[config.mk]
export PLATFORM = sky130hd
export DESIGN_NAME = wasm_code_section_instruction_splitter
export DESIGN_NICKNAME = d
export VERILOG_FILES = /design/src/rtl/core/wcs_pkg.sv /design/src/rtl/core/wcs_parser.sv /design/src/rtl/core/wcs_out_fifo.sv /design/src/rtl/core/wasm_code_section_instruction_splitter.sv
export VERILOG_INCLUDE_DIRS = /design/src /design/src/rtl/core
export SDC_FILE = /design/constraint.sdc
export NUM_CORES = 2
export LEC_CHECK = 0
export ABC_AREA = 1
export ABC_CLOCK_PERIOD_IN_PS = 5300
export BUFFER_PORTS_ARGS = -buffer_cell sky130_fd_sc_hd__buf_2
export CAP_MARGIN = 30
export CORE_ASPECT_RATIO = 1.25
export CORE_MARGIN = 5
export CORE_UTILIZATION = 30
export CTS_BUF_LIST = sky130_fd_sc_hd__clkbuf_16
export DETAILED_ROUTE_END_ITERATION = 10
export GPL_ROUTABILITY_DRIVEN = 0
export PLACE_DENSITY = 0.44
export SLEW_MARGIN = 20
export SYNTH_ARGS = -nofsm -noshare
export SYNTH_HDL_FRONTEND = slang
export SYNTH_SLANG_ARGS = --single-unit
[constraint.sdc]
create_clock -name clk_i -period 5.3 [get_ports clk_i]
set_clock_uncertainty 0.05 [all_clocks]
set_input_delay 0 -clock clk_i [delete_from_list [all_inputs] [get_ports clk_i]]
set_output_delay 0 -clock clk_i [all_outputs]
set_load 0.005 [all_outputs]
[src/rtl/core/assert_macros.svh]
// Assertion macros shared by the splitter RTL.
`ifndef ASSERT_MACROS_SVH
`define ASSERT_MACROS_SVH

`ifndef NO_ASSERTIONS

`define ASSERT_RST(name, clk, rst_n, prop, msg) \
  name: assert property (@(posedge clk) disable iff (!rst_n) prop) else $error(msg);

`define ASSERT_ALWAYS(name, clk, prop, msg) \
  name: assert property (@(posedge clk) prop) else $error(msg);

`else

`define ASSERT_RST(name, clk, rst_n, prop, msg)

`define ASSERT_ALWAYS(name, clk, prop, msg)

`endif

`endif

[src/rtl/core/wcs_pkg.sv]
// Types, codes and constants of the code-section instruction splitter.
`default_nettype none

package wcs_pkg;

  localparam int unsigned OutFifoDepth = 4;

  localparam logic [3:0] HeaderLen   = 4'd8;
  localparam logic [7:0] CodeSecId   = 8'd10;
  localparam logic [7:0] OpI32Const  = 8'h41;
  localparam logic [7:0] OpLocalGet  = 8'h20;
  localparam logic [7:0] OpLocalSet  = 8'h21;
  localparam logic [7:0] OpLocalTee  = 8'h22;
  localparam logic [7:0] OpCall      = 8'h10;
  localparam logic [7:0] OpIf        = 8'h04;
  localparam logic [7:0] LenMax      = 8'hFF;
  localparam logic [5:0] LebStep     = 6'd7;
  localparam logic [5:0] LebLimit    = 6'd32;

  localparam logic       KindInstr   = 1'b0;
  localparam logic       KindFinish  = 1'b1;

  localparam logic [1:0] FinParsed   = 2'd0;
  localparam logic [1:0] FinNoCode   = 2'd1;
  localparam logic [1:0] FinEmpty    = 2'd2;

  typedef enum logic [13:0] {
    PhHeader    = 14'b00000000000001,
    PhSecId     = 14'b00000000000010,
    PhSecSize   = 14'b00000000000100,
    PhSecSkip   = 14'b00000000001000,
    PhCodeSize  = 14'b00000000010000,
    PhFuncCount = 14'b00000000100000,
    PhBodySize  = 14'b00000001000000,
    PhLocalCnt  = 14'b00000010000000,
    PhLocalN    = 14'b00000100000000,
    PhLocalType = 14'b00001000000000,
    PhOpcode    = 14'b00010000000000,
    PhImm       = 14'b00100000000000,
    PhBlock     = 14'b01000000000000,
    PhDone      = 14'b10000000000000
  } phase_e;

  typedef struct packed {
    logic [7:0] data_byte;
    logic       end_of_module;
  } in_item_t;

  typedef struct packed {
    logic        item_kind;
    logic [7:0]  op_byte;
    logic [31:0] immediate;
    logic [7:0]  instr_length;
    logic [31:0] instr_offset;
    logic [1:0]  finish_code;
  } out_item_t;

  typedef struct packed {
    logic      ins_valid;
    logic      fin_valid;
    out_item_t ins;
    out_item_t fin;
  } step_res_t;

  function automatic logic takes_leb(input logic [7:0] op);
    takes_leb = (op == OpI32Const) || (op == OpLocalGet) || (op == OpLocalSet) ||
                (op == OpLocalTee) || (op == OpCall);
  endfunction

endpackage

`default_nettype wire

[src/rtl/core/wcs_parser.sv]
// Byte-level section walker and instruction splitter state machine.
`default_nettype none

module wcs_parser (
  input  wire logic              clk_i,
  input  wire logic              rst_ni,
  input  wire logic              step_i,
  input  wire wcs_pkg::in_item_t in_i,
  output wcs_pkg::step_res_t     res_o
);

  `include "assert_macros.svh"

  wcs_pkg::phase_e phase_q, phase_d;
  logic [3:0]  hdr_q, hdr_d;
  logic [31:0] leb_acc_q, leb_acc_d;
  logic [5:0]  leb_shift_q, leb_shift_d;
  logic [31:0] skip_q, skip_d;
  logic [31:0] body_q, body_d;
  logic [31:0] locals_q, locals_d;
  logic [7:0]  pend_op_q, pend_op_d;
  logic [7:0]  pend_len_q, pend_len_d;
  logic [31:0] pend_off_q, pend_off_d;
  logic [31:0] pos_q, pos_d;
  logic        open_q, open_d;

  logic [7:0]  b;
  logic        last;
  logic        region;
  logic        leb_room;
  logic [31:0] leb_acc_take;
  logic [5:0]  leb_shift_take;
  logic        leb_done;
  logic [31:0] body_sat;
  logic [31:0] locals_dec;
  logic [7:0]  len_grow;
  logic [3:0]  hdr_inc;
  logic        ins_valid;
  logic        fin_valid;
  logic [31:0] ins_imm;
  logic [1:0]  fin_code;

  always_comb begin
    b              = in_i.data_byte;
    last           = in_i.end_of_module;
    leb_room       = leb_shift_q < wcs_pkg::LebLimit;
    leb_acc_take   = leb_room ? (leb_acc_q | (32'(b[6:0]) << leb_shift_q)) : leb_acc_q;
    leb_shift_take = leb_room ? (leb_shift_q + wcs_pkg::LebStep) : leb_shift_q;
    leb_done       = ~b[7];
    body_sat       = (body_q != 32'd0) ? (body_q - 32'd1) : body_q;
    locals_dec     = locals_q - 32'd1;
    len_grow       = (pend_len_q < wcs_pkg::LenMax) ? (pend_len_q + 8'd1) : pend_len_q;
    hdr_inc        = hdr_q + 4'd1;

    phase_d     = phase_q;
    hdr_d       = hdr_q;
    leb_acc_d   = leb_acc_q;
    leb_shift_d = leb_shift_q;
    skip_d      = skip_q;
    body_d      = body_q;
    locals_d    = locals_q;
    pend_op_d   = pend_op_q;
    pend_len_d  = pend_len_q;
    pend_off_d  = pend_off_q;
    pos_d       = pos_q;
    open_d      = open_q;
    region      = 1'b0;
    ins_valid   = 1'b0;
    fin_valid   = 1'b0;
    ins_imm     = 32'd0;
    fin_code    = wcs_pkg::FinParsed;

    if (step_i) begin
      case (phase_q)
        wcs_pkg::PhHeader: begin
          hdr_d = hdr_inc;
          if (hdr_inc >= wcs_pkg::HeaderLen) begin
            phase_d = wcs_pkg::PhSecId;
          end
        end
        wcs_pkg::PhSecId: begin
          leb_acc_d   = 32'd0;
          leb_shift_d = 6'd0;
          phase_d     = (b == wcs_pkg::CodeSecId) ? wcs_pkg::PhCodeSize : wcs_pkg::PhSecSize;
        end
        wcs_pkg::PhSecSize: begin
          leb_acc_d   = leb_acc_take;
          leb_shift_d = leb_shift_take;
          if (leb_done) begin
            skip_d  = leb_acc_take;
            phase_d = (leb_acc_take == 32'd0) ? wcs_pkg::PhSecId : wcs_pkg::PhSecSkip;
          end
        end
        wcs_pkg::PhSecSkip: begin
          skip_d = skip_q - 32'd1;
          if (skip_q == 32'd1) begin
            phase_d = wcs_pkg::PhSecId;
          end
        end
        wcs_pkg::PhCodeSize, wcs_pkg::PhFuncCount: begin
          leb_acc_d   = leb_acc_take;
          leb_shift_d = leb_shift_take;
          if (leb_done) begin
            leb_acc_d   = 32'd0;
            leb_shift_d = 6'd0;
            phase_d     = (phase_q == wcs_pkg::PhCodeSize) ? wcs_pkg::PhFuncCount
                                                          : wcs_pkg::PhBodySize;
          end
        end
        wcs_pkg::PhBodySize: begin
          leb_acc_d   = leb_acc_take;
          leb_shift_d = leb_shift_take;
          if (leb_done) begin
            body_d      = leb_acc_take;
            leb_acc_d   = 32'd0;
            leb_shift_d = 6'd0;
            phase_d     = wcs_pkg::PhLocalCnt;
          end
        end
        wcs_pkg::PhLocalCnt: begin
          body_d      = body_sat;
          leb_acc_d   = leb_acc_take;
          leb_shift_d = leb_shift_take;
          if (leb_done) begin
            locals_d    = leb_acc_take;
            leb_acc_d   = 32'd0;
            leb_shift_d = 6'd0;
            if (leb_acc_take == 32'd0) begin
              if (body_sat <= 32'd1) begin
                fin_valid = 1'b1;
                fin_code  = wcs_pkg::FinEmpty;
                phase_d   = wcs_pkg::PhDone;
              end else begin
                body_d  = body_sat - 32'd1;
                pos_d   = 32'd0;
                phase_d = wcs_pkg::PhOpcode;
              end
            end else begin
              phase_d = wcs_pkg::PhLocalN;
            end
          end
        end
        wcs_pkg::PhLocalN: begin
          body_d      = body_sat;
          leb_acc_d   = leb_acc_take;
          leb_shift_d = leb_shift_take;
          if (leb_done) begin
            leb_acc_d   = 32'd0;
            leb_shift_d = 6'd0;
            phase_d     = wcs_pkg::PhLocalType;
          end
        end
        wcs_pkg::PhLocalType: begin
          body_d   = body_sat;
          locals_d = locals_dec;
          if (locals_dec == 32'd0) begin
            if (body_sat <= 32'd1) begin
              fin_valid = 1'b1;
              fin_code  = wcs_pkg::FinEmpty;
              phase_d   = wcs_pkg::PhDone;
            end else begin
              body_d  = body_sat - 32'd1;
              pos_d   = 32'd0;
              phase_d = wcs_pkg::PhOpcode;
            end
          end else begin
            phase_d = wcs_pkg::PhLocalN;
          end
        end
        wcs_pkg::PhOpcode: begin
          region      = 1'b1;
          pend_op_d   = b;
          pend_len_d  = 8'd1;
          pend_off_d  = pos_q;
          leb_acc_d   = 32'd0;
          leb_shift_d = 6'd0;
          if (wcs_pkg::takes_leb(b)) begin
            open_d  = 1'b1;
            phase_d = wcs_pkg::PhImm;
          end else if (b == wcs_pkg::OpIf) begin
            open_d  = 1'b1;
            phase_d = wcs_pkg::PhBlock;
          end else begin
            ins_valid = 1'b1;
            open_d    = 1'b0;
          end
        end
        wcs_pkg::PhImm: begin
          region      = 1'b1;
          pend_len_d  = len_grow;
          leb_acc_d   = leb_acc_take;
          leb_shift_d = leb_shift_take;
          if (leb_done) begin
            ins_valid = 1'b1;
            ins_imm   = leb_acc_take;
            open_d    = 1'b0;
            phase_d   = wcs_pkg::PhOpcode;
          end
        end
        wcs_pkg::PhBlock: begin
          region     = 1'b1;
          pend_len_d = len_grow;
          ins_valid  = 1'b1;
          ins_imm    = 32'(b);
          open_d     = 1'b0;
          phase_d    = wcs_pkg::PhOpcode;
        end
        default: begin
        end
      endcase

      if (region) begin
        pos_d  = pos_q + 32'd1;
        body_d = body_q - 32'd1;
        if ((body_q == 32'd1) || last) begin
          if (open_d) begin
            ins_valid = 1'b1;
            ins_imm   = (phase_d == wcs_pkg::PhImm) ? leb_acc_d : 32'd0;
            open_d    = 1'b0;
          end
          fin_valid = 1'b1;
          fin_code  = wcs_pkg::FinParsed;
          phase_d   = wcs_pkg::PhDone;
        end
      end else if (last && (phase_d != wcs_pkg::PhDone)) begin
        fin_valid = 1'b1;
        fin_code  = wcs_pkg::FinNoCode;
        phase_d   = wcs_pkg::PhDone;
      end
    end

    res_o.ins_valid        = ins_valid;
    res_o.fin_valid        = fin_valid;
    res_o.ins.item_kind    = wcs_pkg::KindInstr;
    res_o.ins.op_byte      = pend_op_d;
    res_o.ins.immediate    = ins_imm;
    res_o.ins.instr_length = pend_len_d;
    res_o.ins.instr_offset = pend_off_d;
    res_o.ins.finish_code  = wcs_pkg::FinParsed;
    res_o.fin.item_kind    = wcs_pkg::KindFinish;
    res_o.fin.op_byte      = 8'd0;
    res_o.fin.immediate    = 32'd0;
    res_o.fin.instr_length = 8'd0;
    res_o.fin.instr_offset = 32'd0;
    res_o.fin.finish_code  = fin_code;
  end

  always_ff @(posedge clk_i or negedge rst_ni) begin
    if (!rst_ni) begin
      phase_q     <= wcs_pkg::PhHeader;
      hdr_q       <= 4'd0;
      leb_acc_q   <= 32'd0;
      leb_shift_q <= 6'd0;
      skip_q      <= 32'd0;
      body_q      <= 32'd0;
      locals_q    <= 32'd0;
      pend_op_q   <= 8'd0;
      pend_len_q  <= 8'd0;
      pend_off_q  <= 32'd0;
      pos_q       <= 32'd0;
      open_q      <= 1'b0;
    end else begin
      phase_q     <= phase_d;
      hdr_q       <= hdr_d;
      leb_acc_q   <= leb_acc_d;
      leb_shift_q <= leb_shift_d;
      skip_q      <= skip_d;
      body_q      <= body_d;
      locals_q    <= locals_d;
      pend_op_q   <= pend_op_d;
      pend_len_q  <= pend_len_d;
      pend_off_q  <= pend_off_d;
      pos_q       <= pos_d;
      open_q      <= open_d;
    end
  end

  `ASSERT_RST(a_done_silent, clk_i, rst_ni, (phase_q == wcs_pkg::PhDone) |-> (!res_o.ins_valid && !res_o.fin_valid), "results after finish")
  `ASSERT_RST(a_finish_ends, clk_i, rst_ni, res_o.fin_valid |=> (phase_q == wcs_pkg::PhDone), "finish did not end the run")
  `ASSERT_RST(a_open_phase, clk_i, rst_ni, open_q |-> ((phase_q == wcs_pkg::PhImm) || (phase_q == wcs_pkg::PhBlock)), "open instruction outside immediate phases")

endmodule

`default_nettype wire

[src/rtl/core/wcs_out_fifo.sv]
// Result queue that takes up to two items per cycle and hands out one per cycle while the output is not stalled.
`default_nettype none

module wcs_out_fifo #(
  parameter int unsigned Depth = wcs_pkg::OutFifoDepth
) (
  input  wire logic               clk_i,
  input  wire logic               rst_ni,
  input  wire wcs_pkg::step_res_t push_i,
  output logic                    room_o,
  output logic                    out_valid_o,
  input  wire logic               out_stall_i,
  output wcs_pkg::out_item_t      out_data_o
);

  `include "assert_macros.svh"

  localparam int unsigned PtrW = $clog2(Depth);
  localparam int unsigned CntW = $clog2(Depth + 1);

  function automatic logic [PtrW-1:0] ptr_inc(input logic [PtrW-1:0] p);
    ptr_inc = (p == PtrW'(Depth - 1)) ? '0 : (p + 1'b1);
  endfunction

  wcs_pkg::out_item_t mem_q [Depth];
  logic [PtrW-1:0] wr_ptr_q, wr_ptr_d;
  logic [PtrW-1:0] rd_ptr_q, rd_ptr_d;
  logic [CntW-1:0] count_q, count_d;
  logic [PtrW-1:0] wr_ptr_next;
  logic            push_any;
  logic            push_two;
  logic            pop;
  wcs_pkg::out_item_t first_item;

  always_comb begin
    push_any    = push_i.ins_valid | push_i.fin_valid;
    push_two    = push_i.ins_valid & push_i.fin_valid;
    first_item  = push_i.ins_valid ? push_i.ins : push_i.fin;
    wr_ptr_next = ptr_inc(wr_ptr_q);
    pop         = (count_q != '0) && !out_stall_i;
    wr_ptr_d    = push_two ? ptr_inc(wr_ptr_next) : (push_any ? wr_ptr_next : wr_ptr_q);
    rd_ptr_d    = pop ? ptr_inc(rd_ptr_q) : rd_ptr_q;
    count_d     = count_q + CntW'(push_any) + CntW'(push_two) - CntW'(pop);
  end

  always_ff @(posedge clk_i) begin
    if (push_any) begin
      mem_q[wr_ptr_q] <= first_item;
    end
    if (push_two) begin
      mem_q[wr_ptr_next] <= push_i.fin;
    end
  end

  always_ff @(posedge clk_i or negedge rst_ni) begin
    if (!rst_ni) begin
      wr_ptr_q <= '0;
      rd_ptr_q <= '0;
      count_q  <= '0;
    end else begin
      wr_ptr_q <= wr_ptr_d;
      rd_ptr_q <= rd_ptr_d;
      count_q  <= count_d;
    end
  end

  assign room_o      = count_q <= CntW'(Depth - 2);
  assign out_valid_o = count_q != '0;
  assign out_data_o  = mem_q[rd_ptr_q];

  `ASSERT_RST(a_count_bound, clk_i, rst_ni, count_q <= CntW'(Depth), "queue count beyond depth")
  `ASSERT_RST(a_push_room, clk_i, rst_ni, push_any |-> room_o, "push without room for two")
  `ASSERT_RST(a_pop_only, clk_i, rst_ni, (pop && !push_any) |=> (count_q == $past(count_q) - 1'b1), "lone pop")

endmodule

`default_nettype wire

[src/rtl/core/wasm_code_section_instruction_splitter.sv]
// Top level of the WebAssembly code-section instruction splitter.
`default_nettype none

// Takes one module byte per cycle and keeps taking one per cycle for as long as results are
// drained. A byte is held in the input register, then the parser state machine handles it
// and writes its results into an OutDepth-entry result queue, which hands them out in order.
// Input is held off only while the queue has fewer than two free places. With results taken
// as they appear the queue never holds more than two, so bytes flow without a gap; a long
// downstream stall fills the queue and then holds the input until results are taken again.
// After the finish item every further byte is transferred and dropped until reset.
module wasm_code_section_instruction_splitter #(
  parameter int unsigned OutDepth = wcs_pkg::OutFifoDepth
) (
  input  wire logic              clk_i,
  input  wire logic              rst_ni,
  input  wire logic              in_valid_i,
  output logic                   in_stall_o,
  input  wire wcs_pkg::in_item_t in_data_i,
  output logic                   out_valid_o,
  input  wire logic              out_stall_i,
  output wcs_pkg::out_item_t     out_data_o
);

  logic              in_valid_q, in_valid_d;
  wcs_pkg::in_item_t in_q;
  logic              room;
  logic              step;
  logic              accept;
  wcs_pkg::step_res_t res;

  assign step       = in_valid_q & room;
  assign in_stall_o = in_valid_q & ~room;
  assign accept     = in_valid_i & ~in_stall_o;
  assign in_valid_d = accept | (in_valid_q & ~step);

  always_ff @(posedge clk_i or negedge rst_ni) begin
    if (!rst_ni) begin
      in_valid_q <= 1'b0;
    end else begin
      in_valid_q <= in_valid_d;
    end
  end

  always_ff @(posedge clk_i) begin
    if (accept) begin
      in_q <= in_data_i;
    end
  end

  wcs_parser u_parser (
    .clk_i  (clk_i),
    .rst_ni (rst_ni),
    .step_i (step),
    .in_i   (in_q),
    .res_o  (res)
  );

  wcs_out_fifo #(
    .Depth (OutDepth)
  ) u_out_fifo (
    .clk_i       (clk_i),
    .rst_ni      (rst_ni),
    .push_i      (res),
    .room_o      (room),
    .out_valid_o (out_valid_o),
    .out_stall_i (out_stall_i),
    .out_data_o  (out_data_o)
  );

endmodule

`default_nettype wire

Word level (Yosys, flattened, before mapping)
Memory sizes are Yosys's and may differ from the RTL's.
Index checks and enable logic that the tools add are counted.
{"block": "totals", "mem_bits_rw": 332, "mem_count": 1, "in_bits": 13, "register_bits": 250, "elab_cells": 215}
{"block": "op_classes", "mux": 102, "n_addsub": 14, "reduce_logical": 30, "order_cmp": 5, "eq_ne": 33, "bitwise_logic": 11, "shift": 1}
{"name": "u_out_fifo.mem_q", "words": 4, "width": 83, "rd": 1, "rd_clocked_by_memory_dff": 0, "wr": 2, "line": "wcs_out_fifo.sv:25", "rtl": "wcs_pkg::out_item_t mem_q [Depth];"}
{"operator": "32-bit 2-to-1 mux", "n": 22}
{"operator": "32-bit one-hot mux with 2 select lines", "n": 4}
{"operator": "14-bit 2-to-1 mux", "n": 17}
{"operator": "14-bit one-hot mux with 12 select lines", "n": 1}
{"operator": "32-bit one-hot mux with 4 select lines", "n": 1}
{"operator": "32-bit by 1-bit subtractor with 32-bit output (second input constant)", "n": 4}
{"operator": "32-bit one-hot mux with 3 select lines", "n": 1}
{"operator": "83-bit 2-to-1 mux", "n": 1}
{"operator": "32-bit by 1-bit equality test with 1-bit output (second input constant)", "n": 2}
{"operator": "32-bit logical NOT", "n": 2}
{"operator": "32-bit by 1-bit adder with 32-bit output (second input constant)", "n": 1}
{"operator": "32-bit by 1-bit less-or-equal comparator with 1-bit output (second input constant)", "n": 1}
{"operator": "8-bit 2-to-1 mux", "n": 4}
{"operator": "32-bit OR", "n": 1}
{"operator": "32-bit nonzero test", "n": 1}
{"operator": "7-bit by 6-bit left shift with 32-bit output", "n": 1}
{"operator": "14-bit by 12-bit equality test with 1-bit output (second input constant)", "n": 2}
{"operator": "1-bit 2-to-1 mux", "n": 27}
{"operator": "2-bit 2-to-1 mux", "n": 13}
{"operator": "8-bit by 6-bit equality test with 1-bit output (second input constant)", "n": 3}
{"operator": "6-bit one-hot mux with 3 select lines", "n": 1}
{"operator": "8-bit one-hot mux with 2 select lines", "n": 1}
{"operator": "14-bit by 1-bit equality test with 1-bit output (second input constant)", "n": 1}
{"operator": "14-bit by 10-bit equality test with 1-bit output (second input constant)", "n": 1}
{"operator": "51 further kinds", "n": 83}

Longest topological paths before layout
{"block": "logic_depth", "word_depth": 17, "depth_mapped": 33, "depth_no_buf": 31}

By module
Synthesis repeated with hierarchy kept, for this count alone.
{"block": "unflattened", "hier_cells": 5379, "area_unflattened_um2": 38059.0}
{"mod": "wcs_parser", "area_each_um2": 18948.2, "n_inst": 1, "cells_per_inst": 2980}
{"mod": "wcs_out_fifo", "area_each_um2": 18775.5, "n_inst": 1, "cells_per_inst": 2381}
{"mod": "wasm_code_section_instruction_splitter", "area_each_um2": 335.3, "n_inst": 1, "cells_per_inst": 18}

Worst setup path after synthesis
OpenSTA, ideal clock, no wires.
{"block": "synth_path", "path_type": "reg-to-reg", "startpoint": "reg u_parser.body_q[0]", "endpoint": "reg u_out_fifo.count_q[2]", "stages_incl_launch_ff": 30, "slack_ns": 0.193, "period_less_slack_ns": 5.107, "t_arrival_ns": 4.934, "path_cell_list": "dfrtp_1 -> inv_1 -> ha_1 -> nand2_2 -> nor2_8 -> nand2_4 -> inv_6 -> nand2_4 -> buf_8 -> buf_6 -> xor2_1 -> ha_1 -> nand2_1 -> nor2_4 -> nand3_1 -> a21o_1 -> nor2_1 -> nand3_1 -> o31ai_1 -> inv_1 -> nand3_4 -> nand2_8 -> nand2_8 -> buf_6 -> inv_1 -> ha_1 -> inv_1 -> fa_1 -> fa_1 -> xnor2_1"}
{"block": "synth_via", "elab_chain_len": 17, "word_cells_on_any_way": 31, "classes_between": "4 x add/sub; 1 x order compare; 2 x eq/ne; 19 x mux; 2 x bitwise; 3 x reduce/logical"}
{"item": "start: declaration", "line": "wcs_parser.sv:19", "rtl": "logic [31:0] body_q, body_d;"}
{"item": "start signal: assignment", "line": "wcs_parser.sv:268", "rtl": "body_q <= body_d;"}
{"item": "32-bit by 1-bit subtractor with 32-bit output / 32-bit nonzero test (equally long branches)", "line": "wcs_parser.sv:50", "rtl": "body_sat = (body_q != 32'd0) ? (body_q - 32'd1) : body_q;"}
{"item": "32-bit 2-to-1 mux", "line": "wcs_parser.sv:50"}
{"item": "32-bit by 1-bit less-or-equal comparator with 1-bit output", "line": "wcs_parser.sv:129, wcs_parser.sv:157"}
{"item": "14-bit 2-to-1 mux", "line": "wcs_parser.sv:129, wcs_parser.sv:157"}
{"item": "14-bit 2-to-1 mux", "line": "wcs_parser.sv:128", "rtl": "if (leb_acc_take == 32'd0) begin"}
{"item": "14-bit 2-to-1 mux", "line": "wcs_parser.sv:124", "rtl": "if (leb_done) begin"}
{"item": "14-bit one-hot mux with 12 select lines", "line": "wcs_parser.sv:74", "rtl": "case (phase_q)"}
{"item": "14-bit 2-to-1 mux", "line": "wcs_parser.sv:73", "rtl": "if (step_i) begin"}
{"item": "[... 2 more ...]"}
{"item": "1-bit 2-to-1 mux", "line": "wcs_parser.sv:225", "rtl": "end else if (last && (phase_d != wcs_pkg::PhDone)) begin"}
{"item": "1-bit 2-to-1 mux", "line": "wcs_parser.sv:212", "rtl": "if (region) begin"}
{"item": "1-bit 2-to-1 mux", "line": "wcs_parser.sv:73"}
{"item": "1-bit OR", "line": "wcs_out_fifo.sv:36", "rtl": "push_any = push_i.ins_valid | push_i.fin_valid;"}
{"item": "3-bit by 1-bit adder with 3-bit output", "line": "wcs_out_fifo.sv:43", "rtl": "count_d = count_q + CntW'(push_any) + CntW'(push_two) - CntW'(pop);"}
{"item": "3-bit by 1-bit adder with 3-bit output (*)", "line": "wcs_out_fifo.sv:43"}
{"item": "3-bit by 1-bit subtractor with 3-bit output (*)", "line": "wcs_out_fifo.sv:43"}
{"item": "named net u_out_fifo.count_d[2]", "line": "wcs_out_fifo.sv:28", "rtl": "logic [CntW-1:0] count_q, count_d;"}
{"item": "end signal: assignment", "line": "wcs_out_fifo.sv:63", "rtl": "count_q <= count_d;"}
{"item": "end: declaration", "line": "wcs_out_fifo.sv:28"}
The timed path passes the listed nets; every way through them passes the cells marked *. The select of a mux whose other input is x is not followed.
A chain may end at the register's enable or synchronous reset.

Worst setup path after layout
Same ends and word-level chain as after synthesis.

==> flow_summary.json <==
{
  "grt_pass1_vias": 34347,
  "cts.clk_slew.worst_paths_ns": 0.06,
  "wirelength_um": 143000,
  "clkLatencyLatePin_ns": 0.66,
  "fmax_mhz": 205,
  "holdWs_ns": 0.0521,
  "portBuffers": 97,
  "setup_viol_count_final": 0,
  "cts.sinks": 582,
  "hpwl_um": 96200,
  "min_from": "in_data_i[2]",
  "synth-edff-count": 17,
  "syn_nets": 5062,
  "rrSetupSlack_ns": 0.41,
  "cts_buffer_depth": 3,
  "reg2reg_to": "u_out_fifo.count_q[2]$_DFF_PN0_",
  "synth.avg_cell_area_um2": 6.82,
  "total_power_w": 0.0138,
  "powerDensity_nw_per_um2": 354,
  "critPathSlowestCell": "fa_1",
  "endpoint_kind": "flop",
  "critPathLaunchType": "flop",
  "synth_seq_cells": 582,
  "setup_tns_ns": 0,
  "start_util": 0.302,
  "routed_via_density": 5.34,
  "period_share": 0.923,
  "drv_cap": 0,
  "drc": 0,
  "synth_area_leaders": "dfxtp_1 (19%), dfrtp_1 (18%), nand3_1 (11%), nand2_1 (11%), nor2_1 (7.6%)",
  "rsz0062_at_grt": "false",
  "yosysTopAreaCellShare": 0.189,
  "crit_top_cell": "inv_1",
  "synthesis.area_um2": 34300,
  "cts-root-buf": "clkbuf_16",
  "row_count": 138,
  "hold_depth": 2,
  "die_x_um": 312,
  "wl_per_cell_um": 21.8,
  "synth.cells.most_frequent": "nand2_1 (968), nand3_1 (740), nor2_1 (698)",
  "whs_endpoint": "in_q[2]$_DFFE_PP_",
  "cp.arrival_ns": 5.38,
  "r2r_cells": 24,
  "path_class": "reg2reg",
  "fin_ws_ns": 0.411,
  "max_stage_delay_ns": 0.44,
  "grt_pass1_wl_um": 217000,
  "grt_overflow": 0,
  "maxSlewViolCount": 0,
  "critPathMaxFanout": 8,
  "antenna_left": 0,
  "cts_tree": "built",
  "crit-reg2reg-launch": "u_parser.body_q[0]$_DFFE_PN0P_",
  "dr.pass1.iters": 8,
  "finalNonFillerCells": 6579,
  "dieArea_um2": 121000,
  "ys.flop_type": "dfxtp_1",
  "placedCellCount": 6428,
  "grt_max_degree": 134,
  "synthMostInstantiatedCell": "nand2_1",
  "path_cells": "inv_1 > ha_1 > nand2_2 > nor2_8 > nand2_4 > nor2_2 > a21oi_1 > inv_1 > ha_1 > nand2_1 > nor2_4 > nand3_1 > a21o_1 > o31ai_1 > inv_1 > nand3_4 > nand2_8 > nand2_8 > inv_1 > ha_1 > inv_1 > fa_1 > fa_1 > xnor2_1",
  "drive_above_1_share": 0.0895,
  "placeableCoreArea_um2": 113000,
  "hold_path_class": "in2reg",
  "fillers": 12263,
  "dp_slack_ns": 0.346,
  "finalNetCount": 5087,
  "vias": 35161,
  "syn_inst": 5026,
  "ioPinCount": 98,
  "p_leak_nw": 18.6,
  "hold_violations": 0,
  "yosysWarnings": 0,
  "h-tree-depth": 3,
  "gr-usage-all-layers": 0.228,
  "drt_iter0_markers": 3004,
  "synth_top_cell_by_area": "dfxtp_1",
  "antenna_found_initial": 2,
  "tightest_slew_ns": 0.996,
  "cts_made_buffers": 71,
  "async_reset_ff_frac": 0.414,
  "status": "finished clean",
  "required_ns": 5.79,
  "fin_crit_ns": 4.89,
  "die_h_um": 388,
  "ys_seq_area_frac": 0.380,
  "synth_cell_types": 71,
  "areaGrowthSynthToFinish_pct": 13.1,
  "relSlewSlack": 0.329,
  "vdd_drop_max_v": 0.000282
}
## cells in the final DEF, fill, tap and decap left out, types with 110 or more instances in the layout
master,Yosys,layout
o21ai_0,410,410
buf_4,18,110
inv_1,454,473
nor2_1,698,692
nand3_1,740,740
a21oi_1,170,169
dfxtp_1,324,324
nand2_1,968,965
dfrtp_1,240,238
o22ai_1,141,141
## power by group
part / internal (W) / total, W / switching (W)
logic: 0.00114 / 0.00391 / 0.00277
clock network: 0.00270 / 0.00484 / 0.00214
registers: 0.00473 / 0.00501 / 0.000274
total: 0.00858 / 0.0138 / 0.00518
## final cells by class
| class | instances | area, um2 | share of cell area |
|---|---|---|---|
| Clock buffer | 73 | 1830 | 0.0471 |
| Sequential cell | 582 | 13000 | 0.336 |
| Timing Repair Buffer | 242 | 1850 | 0.0476 |
| Inverter | 479 | 1810 | 0.0465 |
| Tap cell | 1470 | 1840 | 0.0474 |
| Clock inverter | 57 | 395 | 0.0102 |
| Multi-Input combinational cell | 3675 | 18100 | 0.465 |
| Antenna cell | 1 | 2.50 | 0.0000645 |
## registers in the layout (all words and copies together) (netlist names)
name / flops
u_out_fifo.mem_q: 332
u_parser.body_q: 32
u_parser.pos_q: 32
u_parser.open_q: 1
u_parser.leb_acc_q: 32
u_out_fifo.count_q: 3
u_parser.locals_q: 32
u_parser.hdr_q: 4
in_valid_q: 1
u_parser.skip_q: 32
u_parser.pend_off_q: 32
u_parser.phase_q: 14
u_parser.pend_len_q: 8
u_parser.leb_shift_q: 6
u_out_fifo.rd_ptr_q: 2
in_q: 9
u_out_fifo.wr_ptr_q: 2
u_parser.pend_op_q: 8
## logic make-up after synthesis
group / count (synthesis) / share of synthesized area
xor+xnor: 68 / 0.0174
simple gates: 2673 / 0.346
flops: 582 / 0.380
fa+ha+maj: 23 / 0.00883
compound gates: 911 / 0.152
buf+inv: 769 / 0.0962
## through the flow
step / util / instance area [um2]
after floorplan: - / 34300
after global placement: 0.320 / 36300
after detailed placement: 0.320 / 36300
after CTS: 0.342 / 38800
after global routing: 0.342 / 38800
final: 0.342 / 38800
## how the worst max path moves through the flow
stage | to | cells past startpoint | from
finish | u_out_fifo.count_q[2]$_DFF_PN0_ | 24 | u_parser.body_q[0]$_DFFE_PN0P_
global route | u_out_fifo.count_q[2]$_DFF_PN0_ | 24 | u_parser.locals_q[0]$_DFFE_PN0P_
detailed placement | u_out_fifo.count_q[2]$_DFF_PN0_ | 24 | u_parser.body_q[0]$_DFFE_PN0P_
floorplan | u_out_fifo.count_q[2]$_DFF_PN0_ | 29 | u_parser.body_q[0]$_DFFE_PN0P_
global placement | u_out_fifo.count_q[2]$_DFF_PN0_ | 26 | u_parser.body_q[0]$_DFFE_PN0P_
CTS | u_out_fifo.count_q[2]$_DFF_PN0_ | 24 | u_parser.body_q[0]$_DFFE_PN0P_
## layer usage
metal	GRT usage	vias up	part of all wire
li1	-	16848	-
met2	0.388	1100	0.48
met1	0.291	16966	0.43
met5	0	-	0
met3	0.0291	247	0.051
met4	0.0937	0	0.042
## critical path: cells and delay by family (launching register included)
kind / cells / cell delay (ns)
AO/OA/AOI/OAI: 3 / 0.68
flip-flops: 1 / 0.39
XOR/XNOR: 1 / 0.13
adder cells (fa/ha/maj): 5 / 1.56
AND/OR/NAND/NOR: 10 / 1.47
buffers and inverters: 5 / 0.51
## repair_timing
action / 4_1_cts / 5_1_grt
hold buffers: 19 / 0
endpoints found under the setup margin: 0 / 34
endpoints found under the hold margin: 160 / 0
gates resized for setup: 0 / 2
buffers inserted: 0 / 0
Note: power is estimated with default switching activity, not from simulation.
